`src/sv/tslink_pkg.sv`:
```
// tslink_pkg: widths, reset values, character codes and register indexes
// for the tagged sensor link decoder; no dependencies
`default_nettype none

package tslink_pkg;

    // channel widths
    localparam int S_TDATA_W  = 8;
    localparam int S_TUSER_W  = 1;
    localparam int M_TDATA_W  = 120;
    localparam int CFG_IDX_W  = 3;
    localparam int CFG_DATA_W = 20;

    // payload field widths
    localparam int RX_W  = 8;
    localparam int RAW_W = 16;
    localparam int MA_W  = 32;
    localparam int MV_W  = 32;

    // configuration register widths
    localparam int SENS_W = 10;
    localparam int OFS_W  = 13;
    localparam int REF_W  = 16;
    localparam int RES_W  = 20;
    localparam int VMIN_W = 16;
    localparam int DROP_W = 8;
    localparam int THR_W  = 17;

    // configuration reset values
    localparam logic [SENS_W-1:0]        SENS_RST = 10'd185;
    localparam logic [OFS_W-1:0]         OFS_RST  = 13'd2500;
    localparam logic [REF_W-1:0]         REF_RST  = 16'd5000;
    localparam logic [RES_W-1:0]         TOP_RST  = 20'd30000;
    localparam logic [RES_W-1:0]         BOT_RST  = 20'd7000;
    localparam logic signed [VMIN_W-1:0] VMIN_RST = 16'sd100;
    localparam logic [DROP_W-1:0]        DROP_RST = 8'd5;
    localparam logic [THR_W-1:0]         THR_RST  = 17'd400;

    // register indexes
    localparam logic [CFG_IDX_W-1:0] REG_SENS = 3'd0;
    localparam logic [CFG_IDX_W-1:0] REG_OFS  = 3'd1;
    localparam logic [CFG_IDX_W-1:0] REG_REF  = 3'd2;
    localparam logic [CFG_IDX_W-1:0] REG_TOP  = 3'd3;
    localparam logic [CFG_IDX_W-1:0] REG_BOT  = 3'd4;
    localparam logic [CFG_IDX_W-1:0] REG_VMIN = 3'd5;
    localparam logic [CFG_IDX_W-1:0] REG_DROP = 3'd6;
    localparam logic [CFG_IDX_W-1:0] REG_THR  = 3'd7;

    // beat kinds on s_tuser
    localparam logic CMD_BYTE = 1'b0;
    localparam logic CMD_TICK = 1'b1;

    // character codes
    localparam logic [RX_W-1:0] CH_Q     = 8'h71;
    localparam logic [RX_W-1:0] CH_J     = 8'h6A;
    localparam logic [RX_W-1:0] CH_W     = 8'h77;
    localparam logic [RX_W-1:0] CH_SPACE = 8'h20;
    localparam logic [RX_W-1:0] CH_TAB   = 8'h09;
    localparam logic [RX_W-1:0] CH_CR    = 8'h0D;
    localparam logic [RX_W-1:0] CH_PLUS  = 8'h2B;
    localparam logic [RX_W-1:0] CH_MINUS = 8'h2D;
    localparam logic [RX_W-1:0] CH_0     = 8'h30;
    localparam logic [RX_W-1:0] CH_9     = 8'h39;

    // arithmetic constants
    localparam int MILLI      = 1000;
    localparam int SCALE_SH   = 10;
    localparam int DIV_STEPS  = 32;
    localparam int MAG_SAT    = 32768;

endpackage

`default_nettype wire

```
`src/sv/tagged_sensor_link_decoder.sv`:
```
// tagged_sensor_link_decoder: serial decimal parser with tag latching and a
// tick-driven current / battery conversion on one shared multiplier and divider
// depends on tslink_pkg
//
//  port group  dir  beat contents (lsb first)
//  s_          in   tdata: rx_byte; tuser: cmd
//  m_          out  tdata: raw_current, raw_voltage, rain_value, current_ma,
//                          battery_mv, charging, zero fill
//  cfg_        in   write strobe, register index, data (low bits kept)
//
// byte beat: result is loaded at the accepting edge and shows on the next cycle
// tick beat: five multiply steps, then up to two 32-step passes of the shared
//   restoring divider (current, then voltage)
// s_tready is high only when idle and the output register is free or being taken
// a stalled result holds in the output register; reset is synchronous, active low,
//   and restores the register defaults with no clearing pass
`default_nettype none

module tagged_sensor_link_decoder (
    input  wire logic                              aclk,
    input  wire logic                              aresetn,
    input  wire logic                              s_tvalid,
    output logic                                   s_tready,
    input  wire logic [tslink_pkg::S_TDATA_W-1:0]  s_tdata,   // [7:0] rx_byte
    input  wire logic [tslink_pkg::S_TUSER_W-1:0]  s_tuser,   // [0] cmd
    output logic                                   m_tvalid,
    input  wire logic                              m_tready,
    // [15:0] raw_current, [31:16] raw_voltage, [47:32] rain_value,
    // [79:48] current_ma, [111:80] battery_mv, [112] charging, [119:113] zero
    output logic [tslink_pkg::M_TDATA_W-1:0]       m_tdata,
    input  wire logic                              cfg_we,
    input  wire logic [tslink_pkg::CFG_IDX_W-1:0]  cfg_index,
    input  wire logic [tslink_pkg::CFG_DATA_W-1:0] cfg_data
);
    import tslink_pkg::*;

    localparam logic [3:0] ST_IDLE    = 4'd0;
    localparam logic [3:0] ST_MUL_RAW = 4'd1;
    localparam logic [3:0] ST_MUL_K   = 4'd2;
    localparam logic [3:0] ST_MUL_OFS = 4'd3;
    localparam logic [3:0] ST_SUB     = 4'd4;
    localparam logic [3:0] ST_MUL_SUM = 4'd5;
    localparam logic [3:0] ST_DIV_C   = 4'd6;
    localparam logic [3:0] ST_C_END   = 4'd7;
    localparam logic [3:0] ST_DIV_V   = 4'd8;
    localparam logic [3:0] ST_V_END   = 4'd9;

    localparam logic [1:0] PH_LEAD   = 2'd0;
    localparam logic [1:0] PH_SIGN   = 2'd1;
    localparam logic [1:0] PH_DIGITS = 2'd2;
    localparam logic [1:0] PH_END    = 2'd3;

    localparam int MAG_W   = 16;
    localparam int MAGX_W  = 19;
    localparam int MUL_A_W = 34;
    localparam int MUL_B_W = 21;
    localparam int PROD_W  = 55;
    localparam int ACC_W   = 44;
    localparam int VN_W    = 53;
    localparam int Q_W     = 32;
    localparam int R_W     = 20;
    localparam int HI_W    = VN_W - SCALE_SH - Q_W;
    localparam int CNT_W   = $clog2(DIV_STEPS);
    localparam int PAD_W   = M_TDATA_W - 3 * RAW_W - MA_W - MV_W - 1;

    localparam logic [Q_W-1:0] S32_MAX = 32'h7FFF_FFFF;
    localparam logic [Q_W-1:0] S32_MIN = 32'h8000_0000;
    localparam logic [MV_W-1:0] U32_MAX = 32'hFFFF_FFFF;

    // configuration registers
    logic [SENS_W-1:0]        sens_reg;
    logic [OFS_W-1:0]         ofs_reg;
    logic [REF_W-1:0]         ref_reg;
    logic [RES_W-1:0]         top_reg;
    logic [RES_W-1:0]         bot_reg;
    logic signed [VMIN_W-1:0] vmin_reg;
    logic [DROP_W-1:0]        drop_lim_reg;
    logic [THR_W-1:0]         thr_reg;

    // control and result state
    logic [3:0]              state_reg,    state_next;
    logic [1:0]              phase_reg,    phase_next;
    logic                    pneg_reg,     pneg_next;
    logic [MAG_W-1:0]        mag_reg,      mag_next;
    logic signed [RAW_W-1:0] cur_raw_reg,  cur_raw_next;
    logic signed [RAW_W-1:0] volt_raw_reg, volt_raw_next;
    logic signed [RAW_W-1:0] rain_reg,     rain_next;
    logic [MV_W-1:0]         good_reg,     good_next;
    logic [DROP_W-1:0]       drop_reg,     drop_next;
    logic [MA_W-1:0]         cur_ma_reg,   cur_ma_next;
    logic [MV_W-1:0]         batt_reg,     batt_next;
    logic                    chg_reg,      chg_next;
    logic                    out_vld_reg,  out_vld_next;
    logic [M_TDATA_W-1:0]    out_reg,      out_next;

    // shared datapath
    logic signed [PROD_W-1:0] prod_reg,    prod_next;
    logic signed [ACC_W-1:0]  acc_reg,     acc_next;
    logic [Q_W-1:0]           quo_reg,     quo_next;
    logic [R_W-1:0]           rem_reg,     rem_next;
    logic [R_W-1:0]           dvsr_reg,    dvsr_next;
    logic [SCALE_SH-1:0]      low_reg,     low_next;
    logic [CNT_W-1:0]         cnt_reg,     cnt_next;

    logic                      in_beat;
    logic                      out_beat;
    logic [RX_W-1:0]           rx;
    logic                      is_digit;
    logic                      is_space;
    logic [3:0]                digit_val;
    logic [MAGX_W-1:0]         mag_x10;
    logic [MAG_W-1:0]          mag_sat;
    logic signed [RAW_W-1:0]   latch_val;
    logic signed [MUL_A_W-1:0] mul_a;
    logic [MUL_B_W-1:0]        mul_b;
    logic signed [PROD_W-1:0]  mul_p;
    logic [ACC_W-1:0]          acc_abs;
    logic [R_W:0]              div_top;
    logic                      div_ge;
    logic [R_W:0]              div_diff;
    logic [R_W-1:0]            rem_step;
    logic [Q_W-1:0]            quo_step;
    logic                      c_neg;
    logic                      c_nz;
    logic [Q_W-1:0]            thr_ext;
    logic                      v_valid;
    logic                      v_pos;
    logic [HI_W-1:0]           vn_hi;
    logic [Q_W-1:0]            vn_lo;
    logic                      vn_zero;
    logic                      v_sat;
    logic [DROP_W-1:0]         drop_inc;

    // configuration writes
    always_ff @(posedge aclk) begin
        if (!aresetn) begin
            sens_reg     <= SENS_RST;
            ofs_reg      <= OFS_RST;
            ref_reg      <= REF_RST;
            top_reg      <= TOP_RST;
            bot_reg      <= BOT_RST;
            vmin_reg     <= VMIN_RST;
            drop_lim_reg <= DROP_RST;
            thr_reg      <= THR_RST;
        end else if (cfg_we) begin
            unique case (cfg_index)
                REG_SENS: sens_reg     <= cfg_data[SENS_W-1:0];
                REG_OFS:  ofs_reg      <= cfg_data[OFS_W-1:0];
                REG_REF:  ref_reg      <= cfg_data[REF_W-1:0];
                REG_TOP:  top_reg      <= cfg_data[RES_W-1:0];
                REG_BOT:  bot_reg      <= cfg_data[RES_W-1:0];
                REG_VMIN: vmin_reg     <= $signed(cfg_data[VMIN_W-1:0]);
                REG_DROP: drop_lim_reg <= cfg_data[DROP_W-1:0];
                REG_THR:  thr_reg      <= cfg_data[THR_W-1:0];
                default: ;
            endcase
        end
    end

    assign s_tready = (state_reg == ST_IDLE) && (!out_vld_reg || m_tready);
    assign in_beat  = s_tvalid && s_tready;
    assign out_beat = out_vld_reg && m_tready;
    assign m_tvalid = out_vld_reg;
    assign m_tdata  = out_reg;

    // character classes and digit accumulation
    assign rx        = s_tdata[RX_W-1:0];
    assign is_digit  = (rx >= CH_0) && (rx <= CH_9);
    assign is_space  = (rx == CH_SPACE) || ((rx >= CH_TAB) && (rx <= CH_CR));
    assign digit_val = 4'(rx - CH_0);
    assign mag_x10   = MAGX_W'(mag_reg) * MAGX_W'(10) + MAGX_W'(digit_val);
    assign mag_sat   = (mag_x10 > MAGX_W'(MAG_SAT)) ? MAG_W'(MAG_SAT) : mag_x10[MAG_W-1:0];
    assign latch_val = pneg_reg ? $signed(MAG_W'(0) - mag_reg)
                     : ((mag_reg > MAG_W'(MAG_SAT - 1)) ? RAW_W'(16'sh7FFF)
                                                         : $signed(mag_reg));

    // shared multiplier operand select
    always_comb begin
        mul_a = '0;
        mul_b = '0;
        case (state_reg)
            ST_MUL_RAW: begin
                mul_a = MUL_A_W'(cur_raw_reg);
                mul_b = MUL_B_W'(ref_reg);
            end
            ST_MUL_K: begin
                mul_a = prod_reg[MUL_A_W-1:0];
                mul_b = MUL_B_W'(MILLI);
            end
            ST_MUL_OFS: begin
                mul_a = $signed(MUL_A_W'(ofs_reg));
                mul_b = MUL_B_W'(MILLI);
            end
            ST_SUB: begin
                mul_a = MUL_A_W'(volt_raw_reg);
                mul_b = MUL_B_W'(ref_reg);
            end
            ST_MUL_SUM: begin
                mul_a = prod_reg[MUL_A_W-1:0];
                mul_b = MUL_B_W'(top_reg) + MUL_B_W'(bot_reg);
            end
            default: ;
        endcase
    end

    assign mul_p = mul_a * $signed({1'b0, mul_b});

    // one restoring divide step per cycle
    assign div_top  = {rem_reg, quo_reg[Q_W-1]};
    assign div_ge   = div_top >= {1'b0, dvsr_reg};
    assign div_diff = div_top - {1'b0, dvsr_reg};
    assign rem_step = div_ge ? div_diff[R_W-1:0] : div_top[R_W-1:0];
    assign quo_step = {quo_reg[Q_W-2:0], div_ge};

    assign acc_abs = acc_reg[ACC_W-1] ? ACC_W'(-acc_reg) : ACC_W'(acc_reg);
    assign c_neg   = acc_reg[ACC_W-1];
    assign c_nz    = |acc_reg;
    assign thr_ext = Q_W'(thr_reg);

    assign v_valid  = volt_raw_reg > $signed(vmin_reg);
    assign v_pos    = volt_raw_reg > $signed(RAW_W'(0));
    assign vn_hi    = prod_reg[VN_W-1 -: HI_W];
    assign vn_lo    = prod_reg[SCALE_SH +: Q_W];
    assign vn_zero  = ~|prod_reg[VN_W-1:0];
    // a quotient of 2^32 or more shows as the top bits already reaching the divisor
    assign v_sat    = R_W'(vn_hi) >= bot_reg;
    assign drop_inc = (drop_reg == {DROP_W{1'b1}}) ? drop_reg : drop_reg + DROP_W'(1);

    always_comb begin
        state_next    = state_reg;
        phase_next    = phase_reg;
        pneg_next     = pneg_reg;
        mag_next      = mag_reg;
        cur_raw_next  = cur_raw_reg;
        volt_raw_next = volt_raw_reg;
        rain_next     = rain_reg;
        good_next     = good_reg;
        drop_next     = drop_reg;
        cur_ma_next   = cur_ma_reg;
        batt_next     = batt_reg;
        chg_next      = chg_reg;
        prod_next     = prod_reg;
        acc_next      = acc_reg;
        quo_next      = quo_reg;
        rem_next      = rem_reg;
        dvsr_next     = dvsr_reg;
        low_next      = low_reg;
        cnt_next      = cnt_reg;
        out_vld_next  = out_beat ? 1'b0 : out_vld_reg;
        out_next      = out_reg;

        unique case (state_reg)
            ST_IDLE: begin
                if (in_beat) begin
                    if (s_tuser[0] == CMD_TICK) begin
                        state_next = ST_MUL_RAW;
                    end else begin
                        if (rx == CH_Q || rx == CH_J || rx == CH_W) begin
                            if (rx == CH_Q) cur_raw_next = latch_val;
                            if (rx == CH_J) volt_raw_next = latch_val;
                            if (rx == CH_W) rain_next = latch_val;
                            phase_next = PH_LEAD;
                            pneg_next  = 1'b0;
                            mag_next   = '0;
                        end else if (phase_reg == PH_LEAD && is_space) begin
                            phase_next = PH_LEAD;
                        end else if (phase_reg == PH_LEAD &&
                                     (rx == CH_PLUS || rx == CH_MINUS)) begin
                            pneg_next  = (rx == CH_MINUS);
                            phase_next = PH_SIGN;
                        end else if (phase_reg != PH_END && is_digit) begin
                            mag_next   = mag_sat;
                            phase_next = PH_DIGITS;
                        end else begin
                            phase_next = PH_END;
                        end
                        out_vld_next = 1'b1;
                    end
                end
            end
            ST_MUL_RAW: begin
                prod_next  = mul_p;
                state_next = ST_MUL_K;
            end
            ST_MUL_K: begin
                prod_next  = mul_p;
                state_next = ST_MUL_OFS;
            end
            ST_MUL_OFS: begin
                acc_next   = prod_reg[ACC_W-1:0];
                prod_next  = mul_p;
                state_next = ST_SUB;
            end
            ST_SUB: begin
                // offset term: offset*1000 scaled by 1024
                acc_next   = acc_reg - $signed({prod_reg[ACC_W-SCALE_SH-1:0],
                                                {SCALE_SH{1'b0}}});
                prod_next  = mul_p;
                state_next = ST_MUL_SUM;
            end
            ST_MUL_SUM: begin
                prod_next  = mul_p;
                quo_next   = acc_abs[SCALE_SH +: Q_W];
                low_next   = acc_abs[SCALE_SH-1:0];
                rem_next   = '0;
                dvsr_next  = R_W'(sens_reg);
                cnt_next   = '0;
                state_next = (sens_reg == '0) ? ST_C_END : ST_DIV_C;
            end
            ST_DIV_C: begin
                quo_next = quo_step;
                rem_next = rem_step;
                cnt_next = cnt_reg + CNT_W'(1);
                if (cnt_reg == CNT_W'(DIV_STEPS - 1)) state_next = ST_C_END;
            end
            ST_C_END: begin
                if (sens_reg == '0) begin
                    cur_ma_next = c_neg ? S32_MIN : (c_nz ? S32_MAX : '0);
                    chg_next    = !c_neg && c_nz;
                end else begin
                    if (!c_neg)
                        cur_ma_next = quo_reg[Q_W-1] ? S32_MAX : quo_reg;
                    else
                        cur_ma_next = (quo_reg > S32_MIN) ? S32_MIN : Q_W'(-quo_reg);
                    chg_next = !c_neg && ((quo_reg > thr_ext) ||
                               ((quo_reg == thr_ext) && ((|rem_reg) || (|low_reg))));
                end
                state_next = ST_IDLE;
                if (!v_valid) begin
                    drop_next    = drop_inc;
                    batt_next    = (drop_inc > drop_lim_reg) ? '0 : good_reg;
                    out_vld_next = 1'b1;
                end else if (!v_pos || (v_sat && vn_zero)) begin
                    batt_next    = '0;
                    good_next    = '0;
                    drop_next    = '0;
                    out_vld_next = 1'b1;
                end else if (v_sat) begin
                    batt_next    = U32_MAX;
                    good_next    = U32_MAX;
                    drop_next    = '0;
                    out_vld_next = 1'b1;
                end else begin
                    quo_next   = vn_lo;
                    rem_next   = R_W'(vn_hi);
                    dvsr_next  = bot_reg;
                    cnt_next   = '0;
                    state_next = ST_DIV_V;
                end
            end
            ST_DIV_V: begin
                quo_next = quo_step;
                rem_next = rem_step;
                cnt_next = cnt_reg + CNT_W'(1);
                if (cnt_reg == CNT_W'(DIV_STEPS - 1)) state_next = ST_V_END;
            end
            ST_V_END: begin
                batt_next    = quo_reg;
                good_next    = quo_reg;
                drop_next    = '0;
                out_vld_next = 1'b1;
                state_next   = ST_IDLE;
            end
            default: state_next = ST_IDLE;
        endcase

        if (out_vld_next && !(out_vld_reg && !out_beat))
            out_next = {PAD_W'(0), chg_next, batt_next, cur_ma_next,
                        rain_next, volt_raw_next, cur_raw_next};
    end

    always_ff @(posedge aclk) begin
        if (!aresetn) begin
            state_reg    <= ST_IDLE;
            phase_reg    <= PH_LEAD;
            pneg_reg     <= 1'b0;
            mag_reg      <= '0;
            cur_raw_reg  <= '0;
            volt_raw_reg <= '0;
            rain_reg     <= '0;
            good_reg     <= '0;
            drop_reg     <= '0;
            cur_ma_reg   <= '0;
            batt_reg     <= '0;
            chg_reg      <= 1'b0;
            out_vld_reg  <= 1'b0;
        end else begin
            state_reg    <= state_next;
            phase_reg    <= phase_next;
            pneg_reg     <= pneg_next;
            mag_reg      <= mag_next;
            cur_raw_reg  <= cur_raw_next;
            volt_raw_reg <= volt_raw_next;
            rain_reg     <= rain_next;
            good_reg     <= good_next;
            drop_reg     <= drop_next;
            cur_ma_reg   <= cur_ma_next;
            batt_reg     <= batt_next;
            chg_reg      <= chg_next;
            out_vld_reg  <= out_vld_next;
        end
    end

    // datapath, no reset
    always_ff @(posedge aclk) begin
        out_reg  <= out_next;
        prod_reg <= prod_next;
        acc_reg  <= acc_next;
        quo_reg  <= quo_next;
        rem_reg  <= rem_next;
        dvsr_reg <= dvsr_next;
        low_reg  <= low_next;
        cnt_reg  <= cnt_next;
    end

endmodule

`default_nettype wire

```
`config.mk`:
```
export PLATFORM = sky130hd
export DESIGN_NAME = tagged_sensor_link_decoder
export DESIGN_NICKNAME = d
export VERILOG_FILES = /design/src/sv/tslink_pkg.sv /design/src/sv/tagged_sensor_link_decoder.sv
export SDC_FILE = /design/constraint.sdc
export NUM_CORES = 2
export LEC_CHECK = 0
export BUFFER_PORTS_ARGS = -buffer_cell sky130_fd_sc_hd__buf_2
export CAP_MARGIN = 10
export CORE_MARGIN = 2
export CORE_UTILIZATION = 55
export CTS_CLUSTER_DIAMETER = 80
export CTS_CLUSTER_SIZE = 12
export DETAILED_ROUTE_END_ITERATION = 10
export PLACE_DENSITY = 0.72
export REMOVE_ABC_BUFFERS = 1
export SLEW_MARGIN = 30
export SYNTH_ARGS = -nofsm -noshare
export SYNTH_HDL_FRONTEND = slang
export SYNTH_SLANG_ARGS = --single-unit
```
`constraint.sdc`:
```
create_clock -name aclk -period 16.3 [get_ports aclk]
set_clock_uncertainty 0.1 [all_clocks]
set_input_delay 2.445 -clock aclk [delete_from_list [all_inputs] [get_ports aclk]]
set_output_delay 2.445 -clock aclk [all_outputs]
set_load 0.01 [all_outputs]
```
# Word level (Yosys, flattened, before mapping)
# Cells that the tools add are included.
# op_classes
order_cmp	13
muxes	89
n_reduce_logical	63
n_eq_ne	37
mul	2
bitwise_logic	1
n_addsub	10
# op_table
operator	n
$mux W32	15
$mux W16	22
$mux W20	7
$pmux W34 S4	1
$pmux W32 S2	2
$pmux W32 S3	1
$pmux W44 S2	1
$pmux W21 S3	1
$mux W31	2
$pmux W20 S3	1
$mul A34 B22 Y53	1
$reduce_or A53 Y1	1
$reduce_or A44 Y1	1
$sub A44 B44 Y44	1
$mux W42	1
$neg A42 Y42	1
$pmux W20 S2	1
$pmux W4 S9	1
$eq A32 B17 Y1	1
$gt A32 B17 Y1	1
$gt A32 B32 Y1 const B	1
$mux W8	4
$neg A32 Y32	1
$mux W4	7
58 further kinds	139
# word_totals
out_inout_bits	122
reg_bits	594
word_cells	244

# Longest topological paths before layout
# depth
word_depth	8
mapped_depth	39
mapped_depth_nobuf	37

# Least setup slack after synthesis
# Ideal clock, no wire load.
# synth_timing
path_kind	register to register
from	reg bot_reg[0]
to	reg prod_reg[51] (data pin)
setup_slack_ps	7038
arrival_ps	8898
path_stages_with_launch	35
n_path_buf	1
cell_sequence	dfxtp_1 -> ha_1 -> fa_1 -> a211oi_1 -> o21a_1 -> o311a_1 -> o21ai_0 -> nor4_1 -> nor3_1 -> a21o_1 -> a21oi_1 -> xnor2_1 -> clkbuf_1 -> nand3_1 -> fa_1 -> inv_1 -> fa_1 -> fa_1 -> fa_1 -> fa_1 -> fa_1 -> inv_1 -> fa_1 -> inv_1 -> ha_1 -> a21o_1 -> a21o_1 -> a21oi_1 -> o21ai_0 -> a41oi_1 -> o211ai_1 -> a311o_1 -> a21o_1 -> a221oi_1 -> xnor2_1
# synth_between
elab_chain_len	3
# synth_rtl
item	line_no	text
start, declared	tagged_sensor_link_decoder.sv:75	logic [RES_W-1:0] bot_reg;
start signal, assigned	tagged_sensor_link_decoder.sv:151	REG_BOT: bot_reg <= cfg_data[RES_W-1:0];
$add A20 B20 Y21	tagged_sensor_link_decoder.sv:200	mul_b = MUL_B_W'(top_reg) + MUL_B_W'(bot_reg);
$pmux W21 S3	tagged_sensor_link_decoder.sv:181	case (state_reg)
$mul A34 B22 Y53	tagged_sensor_link_decoder.sv:206	assign mul_p = mul_a * $signed({1'b0, mul_b});
net mul_p[51]	tagged_sensor_link_decoder.sv:116	logic signed [PROD_W-1:0] mul_p;
end signal, assigned	tagged_sensor_link_decoder.sv:407	prod_reg <= prod_next;
end, declared	tagged_sensor_link_decoder.sv:97	logic signed [PROD_W-1:0] prod_reg, prod_next;
# The timed path passes the listed nets, and every way through them passes these cells.
# A chain may end at the register's enable or synchronous reset.

# Worst setup path after layout
# Same ends and word-level chain as after synthesis.

==> flow_metrics.tcl <==
set metrics [dict create \
    pins_over_their_slew_limit 0 \
    worst_slew_pin_slew_ps 1010 \
    synth_cell_area_um2 55900 \
    total_power_w 0.00412 \
    power_frac_seq_pct 44.1 \
    overflow 0 \
    crit_path_start "bot_reg[0]" \
    core-area_um2 100000 \
    run_status "finished, final reports clean" \
    clock_sink_count 594 \
    async_flop_share_pct 0 \
    grtUsageMet3_pct 4.93 \
    worst_slack_ps 5910 \
    critical_path_slowest_stage_cell "fa_1" \
    finalHoldViolCount 0 \
    grt_use_total_pct 31.6 \
    grt_first_pass_wirelength_um 256000 \
    peakVddDrop_uv 85.4 \
    cts_resized 0 \
    place_worst_setup_slack_ps 5970 \
    fin_tns_setup_ps 0 \
    drt-initial-drc-count 4491 \
    synth_edf_count 297 \
    critical_path_arrival_ps 10660 \
    max_freq_mhz 96.2 \
    netSwitchingFraction_pct 34.3 \
    share_of_post_route_cells_with_drive_strength_above_1_pct 6.20 \
    fillers 8761 \
    yosysTopAreaCell "fa_1" \
    worst_path_largest_cell_delay_ps 600 \
    detail_route.first_pass.iterations 7 \
    worst-r2r-setup-slack_ps 5910 \
    crit_path_top_cell_by_count "fa_1" \
    worst_slew_margin_rel_pct 32.7 \
    num_io_pins 159 \
    criticalPathCategory "reg -> reg" \
    synth.yosys.warnings 0 \
    yosys_register_bits 594 \
    power_density_nw_per_um2 69.2 \
    cts.path.max_buffers 3 \
    power.clock.fraction_pct 31.3 \
    finalCriticalPeriod_ps 10390 \
    power.net_switching_w 0.00141 \
    ctsRootBufferMaster "clkbuf_16" \
    grt_antenna_before_repair 2 \
    initial_utilization_pct 55.7 \
    timing.rr.end "prod_reg[51]" \
    grt.met2_usage_pct 50.1 \
    cts.htree.levels 2 \
    remaining_drc_errors 0 \
    period_share_pct 63.8 \
    placed_cell_area_um2 57700 \
    critical_path_maximum_fanout 34 \
    clkTransAtPathRegs_ps 60 \
    largest_reg_flops 113 \
    hold_path_startpoint "vmin_reg[7]" \
    cts_tree "built" \
    synth_cell_types 92 \
    critical_path.reg2reg.startpoint "bot_reg[0]" \
    die_area_um2 104000 \
    setup_violations 0 \
    end_kind "flop" \
    min_path_cells 2 \
    worstSkewPairLatency_ps 650 \
    place.detailed.hpwl_um 121000 \
    routabilityCongestion 0.960 \
    rsz_0062_raised_after_global_routing "false" \
    routed_wl_um 163000 \
    cap_violations 0 \
    die-width_um 323 \
    route.detailed.vias_per_inst 5.92 \
    finalInstanceArea_um2 59500 \
    cts_post_setup_buffers_inserted 0 \
    hp-class "reg -> reg" \
    r2r.worst_path.cells 34 \
    leakage_power_figure_nw 26.6 \
    port_buffers 151 \
    first_global_vias 44700 \
    vias 44700 \
    cts_hold_buffers 0 \
    num_rows 116 \
    critical_path_launch_point_type "flop" \
    die_h_um 323 \
    endpoint_of_the_worst_hold_path "vmin_reg[7]" \
    avgSynthCellArea_um2 9.02 \
    synthToLayoutAreaGrowth_pct 6.34 \
    ys_seq_area_share_pct 26.6 \
    grt_most_used_layer "met2" \
    grt_max_degree 108 \
    cts_made_buffers 58 \
    share_comb_of_total_power_pct 24.6 \
    synthCells 6198 \
    internal_power_w 0.00270 \
    synth_top_area_share_pct 24.6 \
    finalNetCount 7170 \
    ant_nets 0 \
    grt.met1_usage_pct 43.7 \
    post_drt_wl_per_cell_um 21.6 \
    ys.flop_type "edfxtp_1" \
    critPathRequiredTime_ps 16560 \
    synth_area_leaders "fa_1 (25%), edfxtp_1 (16%), dfxtp_1 (11%), nand2_1 (6.7%), ha_1 (6.7%)" \
]
==> area by class of cell <==
class | count | area [µm²] | area share [%]
timing repair buffer | 221 | 1330 | 2.23
tap | 1357 | 1700 | 2.85
antenna | 1 | 2.50 | 0.00421
multi-input combinational | 4453 | 36800 | 61.8
sequential | 594 | 14900 | 25.0
clock inverter | 8 | 125 | 0.210
inverter | 819 | 3080 | 5.17
clock buffer | 94 | 1610 | 2.70
==> power by group through the flow <==
stage / sequential [W] / combinational [W] / clock, W
after detailed placement: 0.00184 / 0.000987 / 0
final: 0.00181 / 0.00101 / 0.00129
after global placement: 0.00184 / 0.000971 / 0
after CTS: 0.00180 / 0.000993 / 0.00130
after floorplan: 0.00178 / 0.000633 / 0
after global routing: 0.00181 / 0.00111 / 0.00136
==> cells in the mapped netlist, types with 33 or more instances <==
cell type,count
nand2_1,1002
inv_1,819
fa_1,688
nor2_1,458
ha_1,298
dfxtp_1,297
edfxtp_1,297
clkbuf_1,291
a21oi_1,238
o21ai_0,224
and2_1,142
a21boi_0,123
nand3_1,122
xnor2_1,121
a21o_1,98
nor3_1,84
a22oi_1,78
xor2_1,73
nor2b_1,49
nand2b_1,44
o21a_1,43
and3_1,40
nand4_1,38
nor4_1,37
o211a_1,34
o31ai_1,33
==> per-stage QoR <==
step                      utilization (%)  std cells  hold slack (ps)
final                                59.2       7547              365
after floorplan                         -       5866              326
after detailed placement             57.4       7442              358
after global placement               57.4       7442              348
after CTS                            59.1       7544              366
after global routing                 59.2       7547              384
==> cell families after synthesis <==
logic type | Yosys count | share of synthesized area (%)
XOR/XNOR | 194 | 3.04
AND/OR/NAND/NOR | 2123 | 17.0
AO/OA/AOI/OAI | 1104 | 13.3
multiplexers | 39 | 0.741
buffers and inverters | 1157 | 8.10
flip-flops | 594 | 26.6
adder cells (fa/ha/maj) | 986 | 31.3
other | 1 | 0.00671
==> critical path: cells and delay by family, from the launching register on <==
| kind | cells | cell delay (ps) |
|---|---|---|
| DFF | 1 | 350 |
| buffers and inverters | 4 | 570 |
| AOI/OAI and AO/OA | 15 | 3420 |
| adders and majority gates | 10 | 4700 |
| and+or+nand+nor | 3 | 630 |
| xor gates and xnor gates | 2 | 240 |
==> worst max path at each step <==
stage / to / slack, ps / cells after the start
global placement: prod_reg[51] / 6020 / 29
floorplan: prod_reg[51] / 5610 / 27
detailed placement: prod_reg[51] / 5970 / 34
finish: prod_reg[51] / 5910 / 34
CTS: prod_reg[51] / 5950 / 34
global route: prod_reg[51] / 5360 / 34
==> metal layers <==
metal  vias up  wire (µm)
met5         -          0
met4         0       7180
met3       387      14400
met2      1983      73900
met1     22100      67600
li1      20200          -
==> layout by cell type, fill, tap and decap left out, types with 42 or more instances in the layout <==
cell type	count
and2_1	142
o21ai_0	224
buf_4	68
nand2_1	1000
nor2_1	452
clkbuf_16	58
ha_1	298
xor2_1	73
xnor2_1	119
a21oi_1	230
o21a_1	42
nand3_1	121
nor2b_1	48
a22oi_1	75
fa_1	688
nor3_1	80
inv_1	818
buf_2	150
edfxtp_1	297
dfxtp_1	297
a21o_1	98
nand2b_1	44
a21boi_0	123
Power figures use the tool's default switching activity.
